**config.mk**
```make
export PLATFORM = sky130hd
export DESIGN_NAME = k_stacks_shared_buffer
export DESIGN_NICKNAME = d
export VERILOG_FILES = /design/src/kssb_pkg.sv /design/src/kssb_slot_store.sv /design/src/k_stacks_shared_buffer.sv
export SDC_FILE = /design/constraint.sdc
export NUM_CORES = 2
export LEC_CHECK = 0
export ABC_AREA = 1
export BUFFER_PORTS_ARGS = -buffer_cell sky130_fd_sc_hd__buf_2
export CAP_MARGIN = 20
export CORE_AREA = 2 2 552 554
export CTS_CLUSTER_SIZE = 10
export DETAILED_ROUTE_END_ITERATION = 7
export DIE_AREA = 0 0 554 556
export GPL_ROUTABILITY_DRIVEN = 0
export PLACE_DENSITY = 0.46
export SYNTH_ARGS = -nofsm -noshare
export SYNTH_HDL_FRONTEND = slang
export SYNTH_SLANG_ARGS = --single-unit
```
**constraint.sdc**
```tcl
create_clock -name clk -period 5.1 [get_ports clk]
set_clock_uncertainty 0.2 [all_clocks]
set_input_delay 0.51 -clock clk [delete_from_list [all_inputs] [get_ports clk]]
set_output_delay 0.51 -clock clk [all_outputs]
set_load 0.1 [all_outputs]
```
**src/kssb_pkg.sv**
```systemverilog
// kssb_pkg: shared constants, types and helpers for the shared-buffer stack block.
// No dependencies; imported by kssb_slot_store and k_stacks_shared_buffer.
`default_nettype none

package kssb_pkg;

  localparam int NUM_STACKS = 4;
  localparam int DEPTH      = 32;
  localparam int PTR_W      = $clog2(DEPTH + 1);  // slot number or null
  localparam int ADDR_W     = $clog2(DEPTH);      // memory address
  localparam int DATA_W     = 32;
  localparam int CNT_W      = 6;
  localparam int CMD_W      = 2;
  localparam int SID_W      = 2;

  // Null pointer is coded as DEPTH.
  localparam logic [PTR_W-1:0] NULL_PTR = PTR_W'(DEPTH);

  typedef enum logic [CMD_W-1:0] {
    CMD_PUSH = 2'd0,
    CMD_POP  = 2'd1,
    CMD_PEEK = 2'd2,
    CMD_NOP  = 2'd3
  } cmd_t;

  typedef enum logic {
    ST_IDLE,
    ST_EXEC
  } state_t;

  // Write request into the slot store.
  typedef struct packed {
    logic              en;
    logic [ADDR_W-1:0] addr;
    logic [DATA_W-1:0] value;
    logic [PTR_W-1:0]  link;
  } slot_wr_t;

  function automatic logic is_null(input logic [PTR_W-1:0] p);
    return (p >= NULL_PTR);
  endfunction

  // Map any out-of-range pointer to null.
  function automatic logic [PTR_W-1:0] sane_ptr(input logic [PTR_W-1:0] p);
    return is_null(p) ? NULL_PTR : p;
  endfunction

endpackage

`default_nettype wire

```
**src/kssb_slot_store.sv**
```systemverilog
// kssb_slot_store: slot memories (value and link below) with one write and one read port.
// Read data is registered. Depends on kssb_pkg.
`default_nettype none

module kssb_slot_store
  import kssb_pkg::*;
(
  input  wire logic              clk,
  input  wire logic              rd_en,
  input  wire logic [ADDR_W-1:0] rd_addr,
  input  wire slot_wr_t          wr,
  output logic [DATA_W-1:0]      rd_value,
  output logic [PTR_W-1:0]       rd_link
);

  logic [DATA_W-1:0] slot_values [DEPTH];
  logic [PTR_W-1:0]  slot_links  [DEPTH];

  always_ff @(posedge clk) begin
    if (wr.en) begin
      slot_values[wr.addr] <= wr.value;
      slot_links[wr.addr]  <= wr.link;
    end
  end

  always_ff @(posedge clk) begin
    if (rd_en) begin
      rd_value <= slot_values[rd_addr];
      rd_link  <= slot_links[rd_addr];
    end
  end

endmodule

`default_nettype wire

```
**src/k_stacks_shared_buffer.sv**
```systemverilog
// k_stacks_shared_buffer: four LIFO stacks sharing a 32-slot store with a linked free list.
// Result: the item is captured at the accepting edge and its result is loaded into the output
//   register when it executes, later while an earlier result waits there under stall.
// A new item is taken only once the last one has executed; memories are read at the accept
//   edge and written back when the item executes. Input is stalled during reset.
// Reset: synchronous; stacks empty, free list in slot order. Free-list entries carry valid
//   bits, so there is no clearing pass. Depends on kssb_pkg, kssb_slot_store.
`default_nettype none

module k_stacks_shared_buffer
  import kssb_pkg::*;
(
  input  wire logic                     clk,
  input  wire logic                     rst,
  // input channel
  input  wire logic                     in_valid,
  output logic                          in_stall,
  input  wire logic [CMD_W-1:0]         command,
  input  wire logic [SID_W-1:0]         stack_id,
  input  wire logic signed [DATA_W-1:0] push_value,
  // output channel
  output logic                          out_valid,
  input  wire logic                     out_stall,
  output logic signed [DATA_W-1:0]      data_out,
  output logic                          empty_flag,
  output logic                          full_flag,
  output logic [CNT_W-1:0]              total_count
);

  // ---------------------------------------------------------------
  // Control state
  // ---------------------------------------------------------------
  state_t state, state_next;
  logic   in_fire;
  logic   exec_fire;

  always_ff @(posedge clk) begin
    if (rst) begin
      state <= ST_IDLE;
    end else begin
      state <= state_next;
    end
  end

  always_comb begin
    state_next = state;
    case (state)
      ST_IDLE: if (in_valid)  state_next = ST_EXEC;
      ST_EXEC: if (exec_fire) state_next = ST_IDLE;
      default: state_next = ST_IDLE;
    endcase
  end

  // Take an item only when idle and out of reset; execute once the output register is free.
  always_comb begin
    in_stall  = 1'b1;
    exec_fire = 1'b0;
    case (state)
      ST_IDLE: in_stall  = rst;
      ST_EXEC: exec_fire = !out_valid || !out_stall;
      default: ;
    endcase
  end

  assign in_fire = in_valid && !in_stall;

  // ---------------------------------------------------------------
  // Architectural registers
  // ---------------------------------------------------------------
  logic [PTR_W-1:0] stack_tops [NUM_STACKS];
  logic [PTR_W-1:0] free_head;
  logic [CNT_W-1:0] entry_count;

  // Item captured at accept
  cmd_t              cmd_q;
  logic [SID_W-1:0]  sid_q;
  logic              sid_ok_q;
  logic [DATA_W-1:0] val_q;
  logic [PTR_W-1:0]  top_q;

  logic             sid_ok;
  logic [PTR_W-1:0] top_sel;

  assign sid_ok  = (int'(stack_id) < NUM_STACKS);
  assign top_sel = sid_ok ? sane_ptr(stack_tops[stack_id]) : NULL_PTR;

  always_ff @(posedge clk) begin
    if (in_fire) begin
      cmd_q    <= cmd_t'(command);
      sid_q    <= stack_id;
      sid_ok_q <= sid_ok;
      val_q    <= push_value;
      top_q    <= top_sel;
    end
  end

  // ---------------------------------------------------------------
  // Slot store: read the top slot on accept, write a pushed slot on execute
  // ---------------------------------------------------------------
  slot_wr_t          slot_wr;
  logic [DATA_W-1:0] slot_rd_value;
  logic [PTR_W-1:0]  slot_rd_link;

  kssb_slot_store u_slot_store (
    .clk      (clk),
    .rd_en    (in_fire),
    .rd_addr  (top_sel[ADDR_W-1:0]),
    .wr       (slot_wr),
    .rd_value (slot_rd_value),
    .rd_link  (slot_rd_link)
  );

  // ---------------------------------------------------------------
  // Free list: memory plus one valid bit per entry; an entry never
  // written reads as its reset link, slot i -> i+1 (last one -> null).
  // ---------------------------------------------------------------
  logic [PTR_W-1:0]  free_links [DEPTH];
  logic [DEPTH-1:0]  fl_vld;
  logic [PTR_W-1:0]  fl_rd_q;
  logic              fl_hit_q;
  logic              fl_we;
  logic [ADDR_W-1:0] fl_waddr;
  logic [PTR_W-1:0]  fl_wdata;
  logic [PTR_W-1:0]  fl_next;

  always_ff @(posedge clk) begin
    if (fl_we) begin
      free_links[fl_waddr] <= fl_wdata;
    end
  end

  always_ff @(posedge clk) begin
    if (in_fire) begin
      fl_rd_q  <= free_links[free_head[ADDR_W-1:0]];
      fl_hit_q <= fl_vld[free_head[ADDR_W-1:0]];
    end
  end

  always_ff @(posedge clk) begin
    if (rst) begin
      fl_vld <= '0;
    end else if (fl_we) begin
      fl_vld[fl_waddr] <= 1'b1;
    end
  end

  // Successor of the current free head; free_head holds still until execute.
  assign fl_next = sane_ptr(fl_hit_q ? fl_rd_q : free_head + PTR_W'(1));

  // ---------------------------------------------------------------
  // Execute: modify and write back
  // ---------------------------------------------------------------
  logic [PTR_W-1:0]  free_head_next;
  logic [CNT_W-1:0]  entry_count_next;
  logic              top_we;
  logic [PTR_W-1:0]  top_wdata;
  logic [DATA_W-1:0] res_data;
  logic              res_empty;
  logic              res_full;

  always_comb begin
    free_head_next   = free_head;
    entry_count_next = entry_count;
    top_we           = 1'b0;
    top_wdata        = top_q;
    fl_we            = 1'b0;
    fl_waddr         = top_q[ADDR_W-1:0];
    fl_wdata         = sane_ptr(free_head);
    slot_wr.en       = 1'b0;
    slot_wr.addr     = free_head[ADDR_W-1:0];
    slot_wr.value    = val_q;
    slot_wr.link     = top_q;
    res_data         = '0;
    res_empty        = 1'b0;
    res_full         = 1'b0;
    case (cmd_q)
      CMD_PUSH: begin
        if (!sid_ok_q || is_null(free_head)) begin
          res_full = 1'b1;
        end else begin
          // take the free head, link it above the old top
          slot_wr.en       = exec_fire;
          free_head_next   = fl_next;
          top_we           = 1'b1;
          top_wdata        = free_head;
          entry_count_next = entry_count + CNT_W'(1);
        end
      end
      CMD_POP, CMD_PEEK: begin
        if (is_null(top_q)) begin
          res_empty = 1'b1;
        end else begin
          res_data = slot_rd_value;
          if (cmd_q == CMD_POP) begin
            // unlink the top and return its slot to the free list
            top_we         = 1'b1;
            top_wdata      = sane_ptr(slot_rd_link);
            fl_we          = exec_fire;
            free_head_next = top_q;
            if (entry_count != '0) begin
              entry_count_next = entry_count - CNT_W'(1);
            end
          end
        end
      end
      default: ;
    endcase
  end

  always_ff @(posedge clk) begin
    if (rst) begin
      for (int i = 0; i < NUM_STACKS; i++) begin
        stack_tops[i] <= NULL_PTR;
      end
      free_head   <= '0;
      entry_count <= '0;
    end else if (exec_fire) begin
      if (top_we) begin
        stack_tops[sid_q] <= top_wdata;
      end
      free_head   <= free_head_next;
      entry_count <= entry_count_next;
    end
  end

  // ---------------------------------------------------------------
  // Output register: load on execute, drop once taken
  // ---------------------------------------------------------------
  always_ff @(posedge clk) begin
    if (rst) begin
      out_valid <= 1'b0;
    end else if (exec_fire) begin
      out_valid <= 1'b1;
    end else if (!out_stall) begin
      out_valid <= 1'b0;
    end
  end

  always_ff @(posedge clk) begin
    if (exec_fire) begin
      data_out    <= res_data;
      empty_flag  <= res_empty;
      full_flag   <= res_full;
      total_count <= entry_count_next;
    end
  end

endmodule

`default_nettype wire
```
# After elaboration in Yosys (flattened, before gate mapping)
# Memory sizes are Yosys's and may differ from the RTL's. A register that Yosys moved wholly into a read port is not among the register bits.
# Index checks and enable logic that the tools add are counted.
# Widths: inputs -> output; s select.
dict set report totals {
  register_bits 129
  latchBits 0
  ramBits 1432
  romBits 0
  in_bits 40
  output_inout_bits 42
  wordCells 105
  mem_count 4
}
# name depth width rd rd_clocked_by_memory_dff wr line_no
set mem_list {}
lappend mem_list {u_slot_store.slot_values 32 32 1 1 1 kssb_slot_store.sv:16} ;# logic [DATA_W-1:0] slot_values [DEPTH];
lappend mem_list {free_links 32 6 1 1 1 k_stacks_shared_buffer.sv:117} ;# logic [PTR_W-1:0] free_links [DEPTH];
lappend mem_list {u_slot_store.slot_links 32 6 1 1 1 kssb_slot_store.sv:17} ;# logic [PTR_W-1:0] slot_links [DEPTH];
lappend mem_list {stack_tops 4 6 1 0 4 k_stacks_shared_buffer.sv:70} ;# logic [PTR_W-1:0] stack_tops [NUM_STACKS];
dict set report classes {
  addsub 3
  n_mul 0
  n_div 0
  magnitude_cmp 8
  n_eq_ne 6
  shift 0
  muxes 53
  bitwise 3
  reduce_logical 13
}
# operator n
set op_table {}
lappend op_table {{$mux 6} 15}
lappend op_table {{$pmux 6 s2} 3}
lappend op_table {{$or 32x32->32} 1}
lappend op_table {{$ge 6x6->1 const B} 5}
lappend op_table {{$mux 1} 29}
lappend op_table {{$add 6x1->6 const B} 2}
lappend op_table {{$lt 5x6->1 const B} 2}
lappend op_table {{$ne 2x2->1 const B} 3}
lappend op_table {{$reduce_bool 6->1} 1}
lappend op_table {{$reduce_or 6->1} 1}
lappend op_table {{$sub 6x1->6 const B} 1}
lappend op_table {{$bmux 1 s5} 1}
lappend op_table {{$demux 1 s5} 1}
lappend op_table {{$ge 5x1->1 const B} 1}
lappend op_table {{$mux 5} 1}
lappend op_table {{$reduce_and 5->1} 1}
lappend op_table {{$pmux 1 s2} 2}
lappend op_table {{$reduce_or 2->1} 2}
lappend op_table {{$logic_not 1->1} 3}
lappend op_table {{$eq 2x1->1 const B} 1}
lappend op_table {{$eq 2x2->1 const B} 1}
lappend op_table {{$logic_and 1x1->1} 2}
lappend op_table {{$logic_not 2->1} 1}
lappend op_table {{$mux 2} 1}
lappend op_table {{4 further kinds} 5}

# Longest topological paths before layout
dict set report depth {
  word_depth 10
  mapped_depth 16
  depth_no_buf 14
}

# Cells and area by module
# Synthesis repeated with hierarchy kept, for this count alone.
dict set report hier_totals {
  cells_unflattened 5535
  hier_area_um2 64814.7
}
# mod n_inst cells_per_inst area_per_inst_um2 seq_area_each_um2
set by_module_without_submodules {}
lappend by_module_without_submodules {kssb_slot_store 1 4190 50234.4 37656.1}
lappend by_module_without_submodules {k_stacks_shared_buffer 1 1345 14580.2 10079.7}

# Least setup slack after synthesis
# No wires, ideal clock.
dict set report synth_timing {
  path_type {input port to flip-flop}
  startpoint {in rst}
  endpoint {reg cmd_q[0], enable pin}
  setup_time_ns 0.534
  arrival_ns 4.899
  required_ns 4.366
  path_slack_ns -0.533
  cell_stages 3
  path_buffers 1
  path_cell_list {clkbuf_1 or2_2 nor2_1}
}
dict set report synth_between {
  elab_chain_len 3
}
# element line_no
set synth_rtl {}
lappend synth_rtl {{from (decl)} k_stacks_shared_buffer.sv:14} ;# input wire logic rst,
lappend synth_rtl {{$mux 1} k_stacks_shared_buffer.sv:58} ;# case (state)
lappend synth_rtl {{named net in_stall} k_stacks_shared_buffer.sv:17} ;# output logic in_stall,
lappend synth_rtl {{$logic_not 1->1} k_stacks_shared_buffer.sv:65} ;# assign in_fire = in_valid && !in_stall;
lappend synth_rtl {{$logic_and 1x1->1} k_stacks_shared_buffer.sv:65}
lappend synth_rtl {{named net in_fire} k_stacks_shared_buffer.sv:34} ;# logic in_fire;
lappend synth_rtl {{to (signal assigned)} k_stacks_shared_buffer.sv:89} ;# cmd_q <= cmd_t'(command);
lappend synth_rtl {{to (decl)} k_stacks_shared_buffer.sv:75} ;# cmd_t cmd_q;
# The timed path passes the listed nets, and every way through them passes these cells.
# A chain may end at the register's enable or synchronous reset.

# Final worst setup path
dict set report layout_timing {
  startpoint {reg cmd_q[0]}
  endpoint {mem u_slot_store.slot_values[3][27], enable pin}
}
dict set report layout_between {
  elab_chain_len 4
}
# element line_no
set layout_rtl {}
lappend layout_rtl {{$logic_not 2->1} k_stacks_shared_buffer.sv:176} ;# case (cmd_q)
lappend layout_rtl {{$mux 1} k_stacks_shared_buffer.sv:176}
lappend layout_rtl {{$mux 1} kssb_slot_store.sv:20} ;# if (wr.en) begin
lappend layout_rtl {{$mux 1 (not written as such)} kssb_slot_store.sv:21} ;# slot_values[wr.addr] <= wr.value;
lappend layout_rtl {{to (decl)} kssb_slot_store.sv:16}
# No other way between the ends.

==> results.yml <==
sta:
  rsz0062_at_grt: "false"
  fmax_mhz: 268
  setup_viol: 0
  fin_setup_tns_ns: 0
  setup_slack_ns: 1.36
  period_share: 0.732
  whs_ns: 0.190
  max_slew_margin: 0.277
  worstMarginPinSlew_ns: 1.08
  hold_viol_final: 0
  post-route-min-period_ns: 3.74
  report.final.slew_viol_count: 0
detailed_routing:
  dr.first_iter.drc_count: 3728
  wl_per_cell_um: 21.1
  postRouteAntennaNets: 0
  drc_errors: 0
  dr_total_vias: 46000
  wl_mm: 218
  drt_pass1_iterations: 6
  avgViaCountPerCell: 4.45
clock_network:
  numClockSinks: 1605
  ctsResizeCount: 0
  post_cts_buffers: 0
  root_buffer: "clkbuf_16"
  numCtsBuffers: 188
  holdBufCountCts: 41
  path_clk_slew_ns: 0.06
  cts_tree: "done"
  htreeDepth: 4
  cts_buffer_depth: 4
  clock_latency_ns: 0.84
die:
  initial_utilization: 0.229
  die_area_mm2: 0.308
  ios: 82
  rows: 202
  coreArea_mm2: 0.302
  dieHeight_um: 556
  fp.dieW_um: 554
synth:
  synthCells: 6201
  synth_top_area_frac: 0.677
  netlist_area_mm2: 0.0691
  synth_nets: 6251
  synth.distinct_cells: 36
  netlist_top_cells_area: "edfxtp_1 (68%), nand3_1 (9.5%), inv_1 (5.2%)"
  synth_sequential_area_ratio: 0.690
  yosys_warnings: 0
  ys_ff_latch: 1605
  syn_avg_cell_area_um2: 11.2
  synth_top_cell_by_area: "edfxtp_1"
setup_path:
  worst-setup-path-type: "reg -> reg"
  worstPathRequired_ns: 5.35
  endpoint_kind: "register"
  cp.arrival_ns: 3.99
  cp_max_fo: 14
  critical_path.startpoint_type: "register"
grt:
  grt_pass1_wl_mm: 317
  grt_usage: 0.138
  grt_overflow: 0
  antenna_found_initial: 8
  grt_pass1_vias: 45200
  grt_start_max_net_pins: 121
power_and_ir_drop:
  cellLeakagePower_nw: 29.8
  worst_ir_drop_vdd_v: 0.000286
  p_per_area_mw_per_mm2: 352
placement:
  numPortBuffers: 81
  place_ws_ns: 1.23
  hpwl_mm: 113
final_layout:
  layout_common_cells: "edfxtp_1 (1559), nand3_1 (1314), inv_1 (947), nand2_1 (936), nand3b_1 (380)"
  nNetsFinal: 6338
  syn2layout_area_growth_pct: 16.4
  post_route_cells_drive_above_1_share: 0.0774
  final_common_cell: "edfxtp_1"
worst_hold_path:
  hold_class: "in -> reg"
flow_run:
  drv_cap: 0
outcome:
  status: "finished clean"
[where the power goes]
| part | internal (mW) | leakage [nW] | total (mW) | switching (mW) |
|---|---|---|---|---|
| Sequential | 14.5 | 14.3 | 14.6 | 0.101 |
| Combinational | 0.467 | 13.1 | 1.90 | 1.44 |
| Clock | 6.72 | 2.44 | 11.8 | 5.07 |
| Total | 21.7 | 29.8 | 28.3 | 6.61 |
[synthesized netlist by cell type (all sizes together)]
cell type	n
nor3	5
o22ai	62
clkbuf	110
nor2	331
o2111ai	3
ha	10
o211ai	3
a211oi	1
xor2	2
clkinv	2
nand3	1314
edfxtp	1559
nand4	18
a21oi	22
buf	269
inv	956
a31oi	1
o31ai	1
or2	13
a22oi	4
o21ai	141
nor4	3
dfxtp	46
nand3b	380
nand2	944
a32o	1
[final cells by class]
type | instances | area [µm²]
Fill cell | 31100 | 222000
Sequential cell | 1605 | 47700
Multi-Input combinational cell | 3259 | 16300
Clock buffer | 240 | 4980
Tap cell | 3978 | 4980
Inverter | 958 | 3610
Timing Repair Buffer | 276 | 2860
Clock inverter | 6 | 37.5
Antenna cell | 9 | 22.5
[critical path, cell delays in order (launching register included)]
cell      delay [ns]
edfxtp_1        0.42
inv_1           0.08
ha_1            0.37
inv_1           0.20
nor2_1          0.17
inv_1           0.10
nor2_2          0.21
nand2_1         0.49
nor2_4          0.71
buf_4           0.45
[layer usage]
layer	track usage	up-vias	routed length [µm]
met4	0.0447	4	6760
met2	0.244	1243	109000
met1	0.173	23200	92800
li1	-	21200	-
met5	0	-	33
met3	0.0158	337	9250
[kinds of logic after synthesis]
| kind of cell | count (synthesis) | synth area share |
|---|---|---|
| AOI/OAI and AO/OA | 239 | 0.0190 |
| xor gates and xnor gates | 2 | 0.000253 |
| adders and majority gates | 10 | 0.00181 |
| buffers and inverters | 1337 | 0.0792 |
| DFF | 1605 | 0.690 |
| and+or+nand+nor | 3008 | 0.209 |
[worst paths after layout]
path                               start                                         to  slack, ns  cells past startpoint
hold reg to reg   fl_vld[6]$_SDFFE_PP0P_                     fl_vld[6]$_SDFFE_PP0P_       0.27                      2
setup / recovery      cmd_q[0]$_DFFE_PP_  u_slot_store.slot_values[3][27]$_DFFE_PP_       1.36                      9
hold / removal            push_value[18]                        val_q[18]$_DFFE_PP_       0.19                      2
setup reg to reg      cmd_q[0]$_DFFE_PP_  u_slot_store.slot_values[3][27]$_DFFE_PP_       1.36                      9
[stage by stage]
| stage | power (mW) | cell area, µm² | std cells | util |
|---|---|---|---|---|
| after floorplan | 16.0 | 69100 | 6201 | - |
| after global placement | 16.8 | 74700 | 10000 | 0.247 |
| after detailed placement | 16.8 | 74800 | 10000 | 0.248 |
| after CTS | 28.6 | 80200 | 10300 | 0.266 |
| after global routing | 29.2 | 80500 | 10300 | 0.267 |
| final | 28.3 | 80500 | 10300 | 0.267 |
[flip-flops by register name, summed over array words and instances, names as in the netlist, 24 cells and up]
name / cells
data_out: 32
fl_vld: 32
free_links: 192
stack_tops: 24
u_slot_store.rd_value: 32
u_slot_store.slot_links: 192
u_slot_store.slot_values: 1024
val_q: 32
Note: power is estimated with default switching activity, not from simulation.
